<file path="config.mk">
export PLATFORM = sky130hd
export DESIGN_NAME = rsst_front
export DESIGN_NICKNAME = d
export VERILOG_FILES = /design/src/hw/rtl/assert_macros.svh /design/src/hw/rtl/rsst_pkg.sv /design/src/hw/rtl/rsst_front.sv
export SDC_FILE = /design/constraint.sdc
export NUM_CORES = 1
export LEC_CHECK = 0
export BUFFER_PORTS_ARGS = -buffer_cell sky130_fd_sc_hd__buf_2
export CAP_MARGIN = 20
export CORE_UTILIZATION = 52
export DETAILED_ROUTE_END_ITERATION = 7
export GPL_TIMING_DRIVEN = 0
export PLACE_DENSITY = 0.79
export SLEW_MARGIN = 30
export SYNTH_ARGS = -nofsm -noshare
export SYNTH_HDL_FRONTEND = slang
export SYNTH_SLANG_ARGS = --single-unit
</file>
<file path="constraint.sdc">
create_clock -name i_clk -period 3.05 [get_ports i_clk]
set_input_delay 0.305 -clock i_clk [delete_from_list [all_inputs] [get_ports i_clk]]
set_output_delay 0.305 -clock i_clk [all_outputs]
set_load 0.01 [all_outputs]
</file>
<file path="src/hw/rtl/assert_macros.svh">
// Assertion macros used by the top-level RTL file to check itself
`ifndef ASSERT_MACROS_SVH
`define ASSERT_MACROS_SVH

// Property that must hold at every clock edge out of reset
`define ASSERT_CLK(label, prop, msg) \
    label: assert property (@(posedge i_clk) disable iff (!i_rst_n) prop) else $error(msg);

// Condition that must never be seen at a clock edge out of reset
`define ASSERT_NEVER(label, cond, msg) \
    label: assert property (@(posedge i_clk) disable iff (!i_rst_n) !(cond)) else $error(msg);

`endif

</file>
<file path="src/hw/rtl/rsst_pkg.sv">
// Types and constants of the range-sum segment tree
package rsst_pkg;

    localparam int unsigned LEAVES = 1024;
    localparam int unsigned NODES  = 2 * LEAVES;
    localparam int unsigned NODE_W = $clog2(NODES);
    // node pair bounds of a query reach NODES itself
    localparam int unsigned AB_W   = NODE_W + 1;
    localparam int unsigned POS_W  = 10;
    localparam int unsigned VAL_W  = 32;
    localparam int unsigned SUM_W  = 42;

    typedef struct packed {
        logic                    mode;
        logic [POS_W-1:0]        position;
        logic signed [VAL_W-1:0] new_value;
        logic [POS_W-1:0]        range_low;
        logic [POS_W-1:0]        range_high;
    } t_item;

    typedef struct packed {
        logic signed [SUM_W-1:0] range_total;
        logic                    status;
    } t_result;

    typedef enum logic [1:0] {
        CMD_WRITE,
        CMD_QUERY,
        CMD_REPLY
    } t_cmd_kind;

    typedef struct packed {
        t_cmd_kind               kind;
        logic                    status;
        logic [POS_W-1:0]        leaf;
        logic signed [VAL_W-1:0] value;
        logic [POS_W-1:0]        lo;
        logic [POS_W-1:0]        hi;
    } t_cmd;

endpackage

</file>
<file path="src/hw/rtl/rsst_front.sv">
// Front end: accepts items, classifies them and queues commands for the tree engine
module rsst_front (
    input  logic           i_clk,
    input  logic           i_rst_n,
    input  rsst_pkg::t_item i_item,
    input  logic           i_push,
    input  logic           i_hold,
    output logic           o_full,
    output rsst_pkg::t_cmd o_cmd,
    output logic           o_cmd_empty,
    input  logic           i_cmd_pop
);
    import rsst_pkg::*;

    t_cmd             w_cmd;
    logic [POS_W-1:0] w_hi_c;
    logic             w_accept;
    logic             w_pop;
    t_cmd             r_q [2];
    logic             r_wp;
    logic             r_rp;
    logic [1:0]       r_cnt;

    // clamp the range end to the last leaf
    always_comb begin
        if (32'(i_item.range_high) >= LEAVES) begin
            w_hi_c = POS_W'(LEAVES - 1);
        end else begin
            w_hi_c = i_item.range_high;
        end
    end

    always_comb begin
        w_cmd.kind   = CMD_REPLY;
        w_cmd.status = 1'b0;
        w_cmd.leaf   = i_item.position;
        w_cmd.value  = i_item.new_value;
        w_cmd.lo     = i_item.range_low;
        w_cmd.hi     = w_hi_c;
        if (!i_item.mode) begin
            // drop writes beyond the leaves, still answer them
            if (32'(i_item.position) < LEAVES) begin
                w_cmd.kind = CMD_WRITE;
            end
        end else if (i_item.range_low > i_item.range_high) begin
            w_cmd.status = 1'b1;
        end else if (i_item.range_low <= w_hi_c) begin
            w_cmd.kind = CMD_QUERY;
        end
    end

    assign o_full      = (r_cnt == 2'd2) || i_hold;
    assign o_cmd_empty = (r_cnt == 2'd0);
    assign o_cmd       = r_q[r_rp];
    assign w_accept    = i_push && !o_full;
    assign w_pop       = i_cmd_pop && !o_cmd_empty;

    always_ff @(posedge i_clk) begin
        if (w_accept) begin
            r_q[r_wp] <= w_cmd;
        end
    end

    always_ff @(posedge i_clk) begin
        if (!i_rst_n) begin
            r_wp  <= 1'b0;
            r_rp  <= 1'b0;
            r_cnt <= 2'd0;
        end else begin
            if (w_accept) begin
                r_wp <= ~r_wp;
            end
            if (w_pop) begin
                r_rp <= ~r_rp;
            end
            r_cnt <= r_cnt + 2'(w_accept) - 2'(w_pop);
        end
    end

endmodule

</file>
==> flow_summary.ini <==
[status]
status = completed

[pwr]
p_clk_share_pct = 37.2
ir_drop_mv = 0.4820
power.density_nw_per_um2 = 716.3
pwr-share-comb_pct = 20.7
power.total_mw = 5.168
p_leak_nw = 2.818
swShare_pct = 25.58
power_frac_seq_pct = 42.1
p_int_mw = 3.846
p_switching_mw = 1.322

[global_routing]
grt_pass1_wl_microns = 15520
grt_max_degree = 34
antenna_found_initial = 0
grt_pass1_vias = 3327
overflow = 0
grtUsageTotal_pct = 20.92

[layout]
stdcell_area_sq_um = 7216
n_fill_cell = 563
area_delta_synth_final_pct = 40.11
final_core_util_pct = 76.64
instances_no_fill = 623
antenna_cells = 0
final_nets = 562
drive_above_1_share_pct = 50.00

[setup_path]
start_kind = register
reg2reg_to = r_q[0][3]
reg2reg_from = r_cnt[0]
cp-end-kind = output port
cp_max_fo = 10
critPathKind = register to output port
ff2ff_path_depth = 4
arrival_ps = 1980
worstPathRequired_ps = 2740
ff2ff_setup_slack_ps = 1120

[logic_synthesis]
synth_compound_area_share_pct = 1.579
ys_types = 25
ys_warn_count = 0
synth-simple-area-share_pct = 2.502
synthAdderAreaFrac_pct = 2.915
yosysSeqAreaShare_pct = 76.58
synthMuxAreaShare_pct = 13.99
netlist_area_sq_um = 5150
synth_top_family_by_area = multiplexers
synth_nets = 345
synth_seq_cells = 133
netlist_instances = 265
synth.avg_cell_area_sq_um = 19.43
synthXorXnorAreaFrac_pct = 0.5102

[job]
maxCapViolCount = 0

[clocking]
clockBufferDepth = 2
clk_pin_slew_ps = 60
post-cts-setup-buffer-count = 0
clock-root-buffer = clkbuf_8
clkLatencyLatePin_ps = 500
cts.sinks = 133
cts_hold_buf = 62
cts_buffers = 17
cts_resized = 0
cts_tree = built
cts_max_level = 4

[timing]
holdWs_ps = 48.65
fin_skew_ps = 10.04
finalSetupViolCount = 0
period_needed_ps = 2287
fmaxAchievable_mhz = 437.2
hold_viol_final = 0
slew_headroom_pct = 63.86
fin_crit_sh_pct = 74.99
rsz0062_at_grt = no
timing.final.max_slew_violations = 0
setup_tns_ps = 0
worst_slack_ps = 762.7
worstMarginPinSlew_ps = 542.1

[placed_design]
gp_congestion = 0.6819
placed_cell_area_sq_um = 6027
portBuffers = 134
dp_hpwl_microns = 6050
place_inst = 530
preCtsSetupSlack_ps = 1090

[floorplanning]
initial_core_util_pct = 54.70
ios = 135
core_area_sq_um = 9415
rows = 35
die_w_microns = 101.5
die_area_sq_um = 10310
die_h_microns = 101.5

[worst_hold_path]
hp-start = i_rst_n
hold_class = primary input to register
hold_depth = 2
whs_endpoint = r_wp

[routing]
drcViolationCount = 0
viasPerCell = 4.904
drt_iter0_drc = 82
vias = 3055
drtPass1Iterations = 4
routedWlPerCell_microns = 16.57
wl_microns = 10320
ant_nets = 0
synthesized netlist by cell type, drive strengths merged:
cell type  count  area, sq um
edfxtp       128         3844
mux2          64        720.7
inv           15        56.30
ha            12        150.1
buf            8        42.54
dfxtp          5        100.1
nand2          5        23.77
a21oi          4        20.02
nor2b          4        25.02
and2           3        18.77
nor2           3        11.26
xnor2          3        26.28
o21ai          2        10.00
a2111oi        1        15.01
a211oi         1        12.51
a21o           1        7.510
and2b          1        7.510
and3           1        6.260
nor4           1        21.27
nor4b          1        15.01
o21a           1        7.510
o31a           1        8.760
final cells by class:
cell class	count	area [sq um]	share of cell area, %
buffer	8	42.54	0.5896
clock buffer	17	414.1	5.740
sequential	133	3944	54.66
inverter	15	56.30	0.7803
clock inverter	14	153.9	2.133
tap	129	161.4	2.237
multi-input combinational	109	1112	15.42
timing repair buffer	198	1331	18.45
cell families after synthesis:
kind of cell,Yosys count
adder cells (fa/ha/maj),12
XOR/XNOR,3
buffers and inverters,23
AND/OR/NAND/NOR,19
flip-flops,133
multiplexers,64
AO/OA/AOI/OAI,11
power groups by stage:
stage	clock (mW)	sequential, mW	combinational (mW)
after global placement	0	2.21	0.973
final	1.92	2.18	1.07
after CTS	1.96	2.17	1.08
after floorplan	0	2.21	0.638
after global routing	2.03	2.18	1.17
after detailed placement	0	2.21	1.01
placed cells by master, fill, tap and decap left out:
cell type      count
nand2_2            2
edfxtp_1         128
nor4b_2            1
o21ai_1            1
clkinv_4           4
nand2_1            3
and2_4             1
ha_1              12
a211oi_2           1
o21ai_0            1
clkinvlp_4         2
and2b_4            1
and3_1             1
o31a_1             1
clkbuf_8           1
nor2b_1            4
xnor2_1            3
nor4_4             1
bufinv_16          2
clkinv_2           3
clkbuf_16         16
a21oi_1            4
inv_8              1
a21o_1             1
inv_1             15
buf_2            141
inv_6              2
o21a_1             1
buf_12             2
a2111oi_2          1
dlygate4sd3_1     62
mux2_2            64
and2_1             2
nor2_1             3
buf_4              1
dfxtp_1            5
worst max path at each step:
| stage | depth (start not counted) | slack [ps] | endpoint |
|---|---|---|---|
| finish | 5 | 760 | o_cmd[64] |
| global route | 5 | 630 | o_cmd[64] |
| CTS | 5 | 720 | o_cmd[64] |
| detailed placement | 4 | 1090 | r_q[0][24] |
| global placement | 3 | -430 | r_q[1][25] |
| floorplan | 3 | 440 | r_q[1][0] |
per-layer routing:
metal | GRT usage (%) | routed length (microns) | up-vias
met5 | 0 | 0 | -
met3 | 6.349 | 470 | 12
li1 | - | - | 1458
met1 | 21.57 | 3985 | 1478
met2 | 39.19 | 5724 | 107
met4 | 8.584 | 141 | 0
critical path: stages, from the launching register on:
cell and delay, ps:
dfxtp_1 300, buf_2 230, buf_2 300, mux2_2 400, buf_4 130, buf_2 130
registers in the layout, summed over array words and instances (netlist names), named ones only:
signal and cells:
r_cnt 2, r_rp 1, r_wp 1, r_q 128
(Power assumes the default switching activity.)
