===== config.mk =====
export PLATFORM = sky130hd
export DESIGN_NAME = rsst_outq
export DESIGN_NICKNAME = d
export VERILOG_FILES = /design/src/hw/rtl/assert_macros.svh /design/src/hw/rtl/rsst_pkg.sv /design/src/hw/rtl/rsst_outq.sv
export SDC_FILE = /design/constraint.sdc
export NUM_CORES = 1
export LEC_CHECK = 0
export BUFFER_PORTS_ARGS = -buffer_cell sky130_fd_sc_hd__buf_4
export CAP_MARGIN = 10
export CORE_MARGIN = 2
export CORE_UTILIZATION = 56
export DETAILED_ROUTE_END_ITERATION = 8
export PLACE_DENSITY_LB_ADDON = 0.08
export SYNTH_ARGS = -nofsm -noshare
export SYNTH_HDL_FRONTEND = slang
export SYNTH_SLANG_ARGS = --single-unit

===== constraint.sdc =====
create_clock -name i_clk -period 4.7 [get_ports i_clk]
set_input_delay 0.94 -clock i_clk [delete_from_list [all_inputs] [get_ports i_clk]]
set_output_delay 0.94 -clock i_clk [all_outputs]
set_load 0.02 [all_outputs]

===== src/hw/rtl/assert_macros.svh =====
// Assertion macros used by the top-level RTL file to check itself
`ifndef ASSERT_MACROS_SVH
`define ASSERT_MACROS_SVH

// Property that must hold at every clock edge out of reset
`define ASSERT_CLK(label, prop, msg) \
    label: assert property (@(posedge i_clk) disable iff (!i_rst_n) prop) else $error(msg);

// Condition that must never be seen at a clock edge out of reset
`define ASSERT_NEVER(label, cond, msg) \
    label: assert property (@(posedge i_clk) disable iff (!i_rst_n) !(cond)) else $error(msg);

`endif


===== src/hw/rtl/rsst_pkg.sv =====
// Types and constants of the range-sum segment tree
package rsst_pkg;

    localparam int unsigned LEAVES = 1024;
    localparam int unsigned NODES  = 2 * LEAVES;
    localparam int unsigned NODE_W = $clog2(NODES);
    // node pair bounds of a query reach NODES itself
    localparam int unsigned AB_W   = NODE_W + 1;
    localparam int unsigned POS_W  = 10;
    localparam int unsigned VAL_W  = 32;
    localparam int unsigned SUM_W  = 42;

    typedef struct packed {
        logic                    mode;
        logic [POS_W-1:0]        position;
        logic signed [VAL_W-1:0] new_value;
        logic [POS_W-1:0]        range_low;
        logic [POS_W-1:0]        range_high;
    } t_item;

    typedef struct packed {
        logic signed [SUM_W-1:0] range_total;
        logic                    status;
    } t_result;

    typedef enum logic [1:0] {
        CMD_WRITE,
        CMD_QUERY,
        CMD_REPLY
    } t_cmd_kind;

    typedef struct packed {
        t_cmd_kind               kind;
        logic                    status;
        logic [POS_W-1:0]        leaf;
        logic signed [VAL_W-1:0] value;
        logic [POS_W-1:0]        lo;
        logic [POS_W-1:0]        hi;
    } t_cmd;

endpackage


===== src/hw/rtl/rsst_outq.sv =====
// Two-entry result queue that drives the result side
module rsst_outq (
    input  logic              i_clk,
    input  logic              i_rst_n,
    input  rsst_pkg::t_result i_data,
    input  logic              i_push,
    output logic              o_full,
    output rsst_pkg::t_result o_data,
    output logic              o_empty,
    input  logic              i_pop
);
    import rsst_pkg::*;

    t_result    r_q [2];
    logic       r_wp;
    logic       r_rp;
    logic [1:0] r_cnt;
    logic       w_push;
    logic       w_pop;

    assign o_full  = (r_cnt == 2'd2);
    assign o_empty = (r_cnt == 2'd0);
    assign o_data  = r_q[r_rp];
    assign w_push  = i_push && !o_full;
    assign w_pop   = i_pop && !o_empty;

    always_ff @(posedge i_clk) begin
        if (w_push) begin
            r_q[r_wp] <= i_data;
        end
    end

    always_ff @(posedge i_clk) begin
        if (!i_rst_n) begin
            r_wp  <= 1'b0;
            r_rp  <= 1'b0;
            r_cnt <= 2'd0;
        end else begin
            if (w_push) begin
                r_wp <= ~r_wp;
            end
            if (w_pop) begin
                r_rp <= ~r_rp;
            end
            r_cnt <= r_cnt + 2'(w_push) - 2'(w_pop);
        end
    end

endmodule


==> results.md, run 1 <==
- # port buffers: 91
- H-tree level count: 3
- Tcrit/Tclk final: 0.673
- First-pass GRT wire length: 8460 um
- N_diodes: 0
- R2R setup slack: 2.79 ns
- Die Wd: 83.5 um
- WL per Instance: 15.7 um
- Worst hold path depth: 2
- CTS Buffer Depth: 2
- Worst r2r path cells: 4
- Die area: 0.00698 mm^2
- Most frequent cells in the layout: buf_4 (93), edfxtp_1 (86), mux2_4 (40), clkbuf_8 (11)
- Critical path type: reg2out
- Area Growth Syn to Fin: 25.9%
- Final Setup Violations: 0
- Cells after Synth: 161
- CP max FO: 31
- GRT met3 Usage: 0.0643
- YS warnings: 0
- Post-Syn Area: 0.00354 mm^2
- Grt ovf: 0
- DRC: 0
- CTS resizes: 0
- GRT Max-Usage Layer: met2
- CTS Hold Buffers Added: 0
- Clock skew: 0.00840 ns
- RR Endpoint: r_q[0][3]
- Outcome: finished clean
- Power density over cell area: 562 mW/mm^2
- Iteration-0 DRC count of the detailed router: 86
- VDD IR max: 0.000400 V
- Clk root buf: clkbuf_8
- R2r startpoint: r_cnt[0]
- Vias/cell: 5.00
- Min-Delay Startpoint: r_rp
- LEAKAGE: 0.00177 uW
- Share of cells above drive strength 1: 0.581
- Placed Cells: 324
- #FFs+latches synth: 91
- Final hold viol count: 0
- Slew Limit Fails: 0
- Ports: 92
- Post-synth cell types: 18
- Pin count of the biggest net entering global routing: 44
- Most common cell after layout, fill and taps aside: buf_4
- Min cycle time layout: 3.16 ns
- Register area share after synthesis: 0.757
- Setup ws final: 1.54 ns
- Hold crit path type: reg2reg
- Worst-path clk slew: 0.08 ns
- Post-CTS setup buffers: 0
- Post-route insts no fill: 340
- Slew HR: 0.317
- Vias: 1,700
- CP Data Required Time: 3.76 ns
- CP arrival: 2.22 ns
- Core Area: 0.00603 mm^2
- RePlAce Congestion: 0.721
- Tot GR Track Use: 0.160
- Worst slack, placed: 1.85 ns
- Dpl hpwl: 3440 um
- Transition time of the tightest slew-check pin: 1.02 ns
- Max Cap Viol: 0
- Final nets: 309
- Fmax achieved: 0.316 GHz
- Clk sink count: 91
- Die Y: 83.5 um
- GR Util met1: 0.184
- TNS Setup: 0 ns
- CTS tree: yes
- Hold Path Sink: r_rp
- Initial antenna violation count: 0
- RSZ-0062 raised after global routing: no
- Post-Syn Area per Cell: 22.0 um^2
- Vias in the first global route: 1,791
- CTS Buf Count: 9
- Clock Latency Late Sink: 0.34 ns
- Startpoint types: flop
- DR pass1 iterations: 4
- Drt total wl: 5340 um
- Global routing usage on met2: 0.276
- FP Rows: 28
- CP endpoint kind: output port
- Net Count, Synth: 210
- Initial Util: 0.588
- Remaining antenna violation count: 0
==> where the power goes <==
group | internal [uW] | total, uW | switching, uW
logic | 446 | 847 | 402
clock network | 274 | 522 | 247
registers | 1050 | 1140 | 90.6
total | 1770 | 2510 | 740
==> area by class of cell <==
cell class	instances	area [um^2]
inverter	3	11.3
clock buffer	12	155
multi-input combinational	62	766
timing repair buffer	93	698
clock inverter	4	50.0
sequential	91	2680
tap	75	93.8
fill	372	1570
==> cells by family (layout without fill, tap and decap cells) <==
| group | Yosys count | in the layout | synth area share |
|---|---|---|---|
| muxes | 44 | 44 | 0.182 |
| xor gates and xnor gates | 2 | 2 | 0.00495 |
| buffers and inverters | 8 | 112 | 0.0290 |
| and+or+nand+nor | 13 | 13 | 0.0177 |
| AOI/OAI and AO/OA | 1 | 1 | 0.00212 |
| DFF | 91 | 91 | 0.757 |
| adders and majority gates | 2 | 2 | 0.00706 |
==> registers in the layout, summed over array words and instances, names as in the netlist, named ones only <==
| name | flops |
|---|---|
| r_q | 86 |
| r_cnt | 2 |
| r_rp | 1 |
| r_wp | 1 |
==> through the flow <==
step	power, uW	utilization	area, um^2	hold slack, ns
floorplan	1750	-	3540	0.455
global placement	2000	0.706	4250	0.495
detailed placement	2010	0.706	4250	0.499
CTS	2530	0.740	4460	0.533
global route	2620	0.740	4460	0.562
finish	2510	0.740	4460	0.531
==> cells in the mapped netlist (all sizes together) <==
| master | instances | area (um^2) |
|---|---|---|
| xor2 | 1 | 8.76 |
| inv | 3 | 11.3 |
| nor3 | 1 | 5.00 |
| nor2 | 5 | 18.8 |
| o21a | 1 | 7.51 |
| nand2b | 2 | 12.5 |
| buf | 5 | 91.3 |
| mux2i | 1 | 10.0 |
| and3 | 1 | 6.26 |
| ha | 2 | 25.0 |
| mux2 | 43 | 634 |
| dfxtp | 5 | 100 |
| nand2 | 2 | 7.51 |
| and2 | 2 | 12.5 |
| xnor2 | 1 | 8.76 |
| edfxtp | 86 | 2580 |
==> how the worst max path moves through the flow <==
stage,startpoint,to,depth (start not counted)
3_5_place_dp,flop,o_data[23],3
2_1_floorplan,i_push,r_q[0][0],2
4_1_cts,flop,o_data[23],3
3_3_place_gp,flop,o_data[22],3
6_report,flop,o_data[4],3
5_1_grt,flop,o_data[23],3
==> worst max-delay path: stages, from the launching register on <==
cell and delay [ns]:
dfxtp_2 1.00, buf_4 0.40, mux2_4 0.33, buf_4 0.16
==> layer usage <==
metal  vias to the layer above  wire (um)
li1                        815          -
met1                       823       2090
met2                        60       2850
met3                         2        381
met4                         0         23
met5                         -          0
No activity file was read; power rests on OpenSTA's default activity.
==> run 2: changes to the inputs <==
Settings changed: CORE_UTILIZATION 56 to 47.
Clock period 4.7 ns to 2.9 ns, I/O delays scaled along.
==> results.md, run 2 (synthesized netlist as in run 1, its figures left out) <==
- Clk root buf: clkbuf_8
- FP Rows: 31 (+11%)
- Grt ovf: 0 (unchanged)
- Overall Power: 4100 uW (+64%)
- # port buffers: 91 (unchanged)
- CTS resizes: 0 (unchanged)
- Outcome: finished clean
- Design area: 0.00453 mm^2 (+1.6%)
- CP endpoint kind: output port
- Vias in the first global route: 1,710 (-4.5%)
- CP max FO: 20 (-35%)
- RePlAce Congestion: 0.706 (-2.1%)
- Slew Limit Fails: 0 (unchanged)
- Power density over cell area: 906 mW/mm^2 (+61%)
- H-tree level count: 3 (unchanged)
- Core Area: 0.00729 mm^2 (+21%)
- Registers with the most flip-flops: r_q: 86 flops, r_cnt: 2 flops
- Most common cell after layout, fill and taps aside: buf_4
- N_diodes: 0 (unchanged)
- Min cycle time layout: 2.32 ns
- Dpl hpwl: 3510 um (+2.1%)
- Slew HR: 0.551 (+0.234)
- Fmax achieved: 0.430 GHz
- DRC: 0 (unchanged)
- Critical path type: reg2out
- Final Setup Violations: 0 (unchanged)
- Die Y: 90.8 um (+8.7%)
- TNS Setup: 0 ns (unchanged)
- Initial antenna violation count: 0 (unchanged)
- DP Area: 0.00432 mm^2 (+1.6%)
- Die Wd: 90.8 um (+8.7%)
- Max reg flops: 86 (unchanged)
- Die area: 0.00825 mm^2 (+18%)
- Share of cells above drive strength 1: 0.579 (-0.00218)
- Iteration-0 DRC count of the detailed router: 50 (-42%)
- Tot GR Track Use: 0.138 (-0.0221)
- Worst Setup EP: o_data[41]
- RR Endpoint: r_q[0][25]
- Clock Latency Late Sink: 0.34 ns (about the same)
- Worst-path clk slew: 0.08 ns (about the same)
- GRT met3 Usage: 0.0417 (-0.0226)
- Ports: 92 (unchanged)
- GR Util met1: 0.169 (-0.0143)
- Post-CTS setup buffers: 0 (unchanged)
- Vias/cell: 4.68 (-6.5%)
- Initial Util: 0.486 (-0.102)
- CTS Buf Count: 9 (unchanged)
- Global routing usage on met2: 0.222 (-0.0544)
- Startpoint types: flop
- Hold Slack: 0.417 ns (-0.114 ns)
- First-pass GRT wire length: 8520 um (+0.73%)
- Transition time of the tightest slew-check pin: 0.672 ns (-0.353 ns)
- Worst r2r path cells: 4 (unchanged)
- CTS Buffer Depth: 2 (unchanged)
- WL per Instance: 14.6 um (-7.0%)
- Final nets: 311 (+0.65%)
- Drt total wl: 5340 um (-0.13%)
- LEAKAGE: 0.00180 uW (+1.3%)
- Clock skew: 0.00961 ns (+0.00120 ns)
- Top reg by flops: r_q
- Final hold viol count: 0 (unchanged)
- GRT Max-Usage Layer: met2
- R2r startpoint: r_cnt[0]
- Pin count of the biggest net entering global routing: 24 (-45%)
- CTS tree: yes
- CP Data Required Time: 2.32 ns (-1.44 ns)
- R2R setup slack: 1.09 ns (-1.70 ns)
- Hold crit path type: in2reg
- Tcrit/Tclk final: 0.801
- Vias: 1,707 (+0.41%)
- Most frequent cells in the layout: buf_4 (93), edfxtp_1 (86), mux2_4 (40), clkbuf_8 (9)
- RSZ-0062 raised after global routing: no
- CP arrival: 1.74 ns (-0.48 ns)
- VDD IR max: 0.000505 V (+26%)
- DR pass1 iterations: 4 (unchanged)
- Remaining antenna violation count: 0 (unchanged)
- CTS Hold Buffers Added: 0 (unchanged)
- Area Growth Syn to Fin: 27.8%
- Max Cap Viol: 0 (unchanged)
- Clk sink count: 91 (unchanged)
[run 2: metal layers]
layer / part of all wire / vias to the layer above
li1: - / 816
met4: 0.019 / 0
met3: 0.051 / 11
met1: 0.43 / 827
met5: 0 / -
met2: 0.50 / 53
[run 2: through the flow]
stage	utilization	setup WS [ns]	cells
finish	0.621	0.576	365
global route	0.621	0.461	365
CTS	0.621	0.522	365
detailed placement	0.593	0.899	350
global placement	0.593	0.911	350
floorplan	-	0.686	161
[run 2: worst min-delay path by stage]
stage	from	endpoint	slack (ns)	depth (start not counted)
after floorplan	r_wp	r_wp	0.47	2
after global placement	r_rp	r_rp	0.50	2
after detailed placement	r_rp	flop	0.50	2
after CTS	i_data[17]	r_q[0][17]	0.40	1
after global routing	i_data[2]	r_q[1][2]	0.39	1
final	i_data[26]	r_q[0][26]	0.42	1
[run 2: area by class of cell]
type	count	area (um^2)
Clock inverter	6	81.3
Sequential cell	91	2680
Fill cell	547	2760
Clock buffer	9	124
Timing Repair Buffer	95	738
Inverter	3	11.3
Tap cell	99	124
Multi-Input combinational cell	62	766
[run 2: critical path, cell delays in order, from the launching register on]
cell and delay (ns):
dfxtp_2 0.49, buf_4 0.41, mux2_4 0.34, buf_4 0.16
[run 2: where the power goes]
group | total (uW) | internal [uW] | switching [uW]
Combinational | 1460 | 739 | 717
Clock | 870 | 475 | 395
Sequential | 1780 | 1690 | 82.1
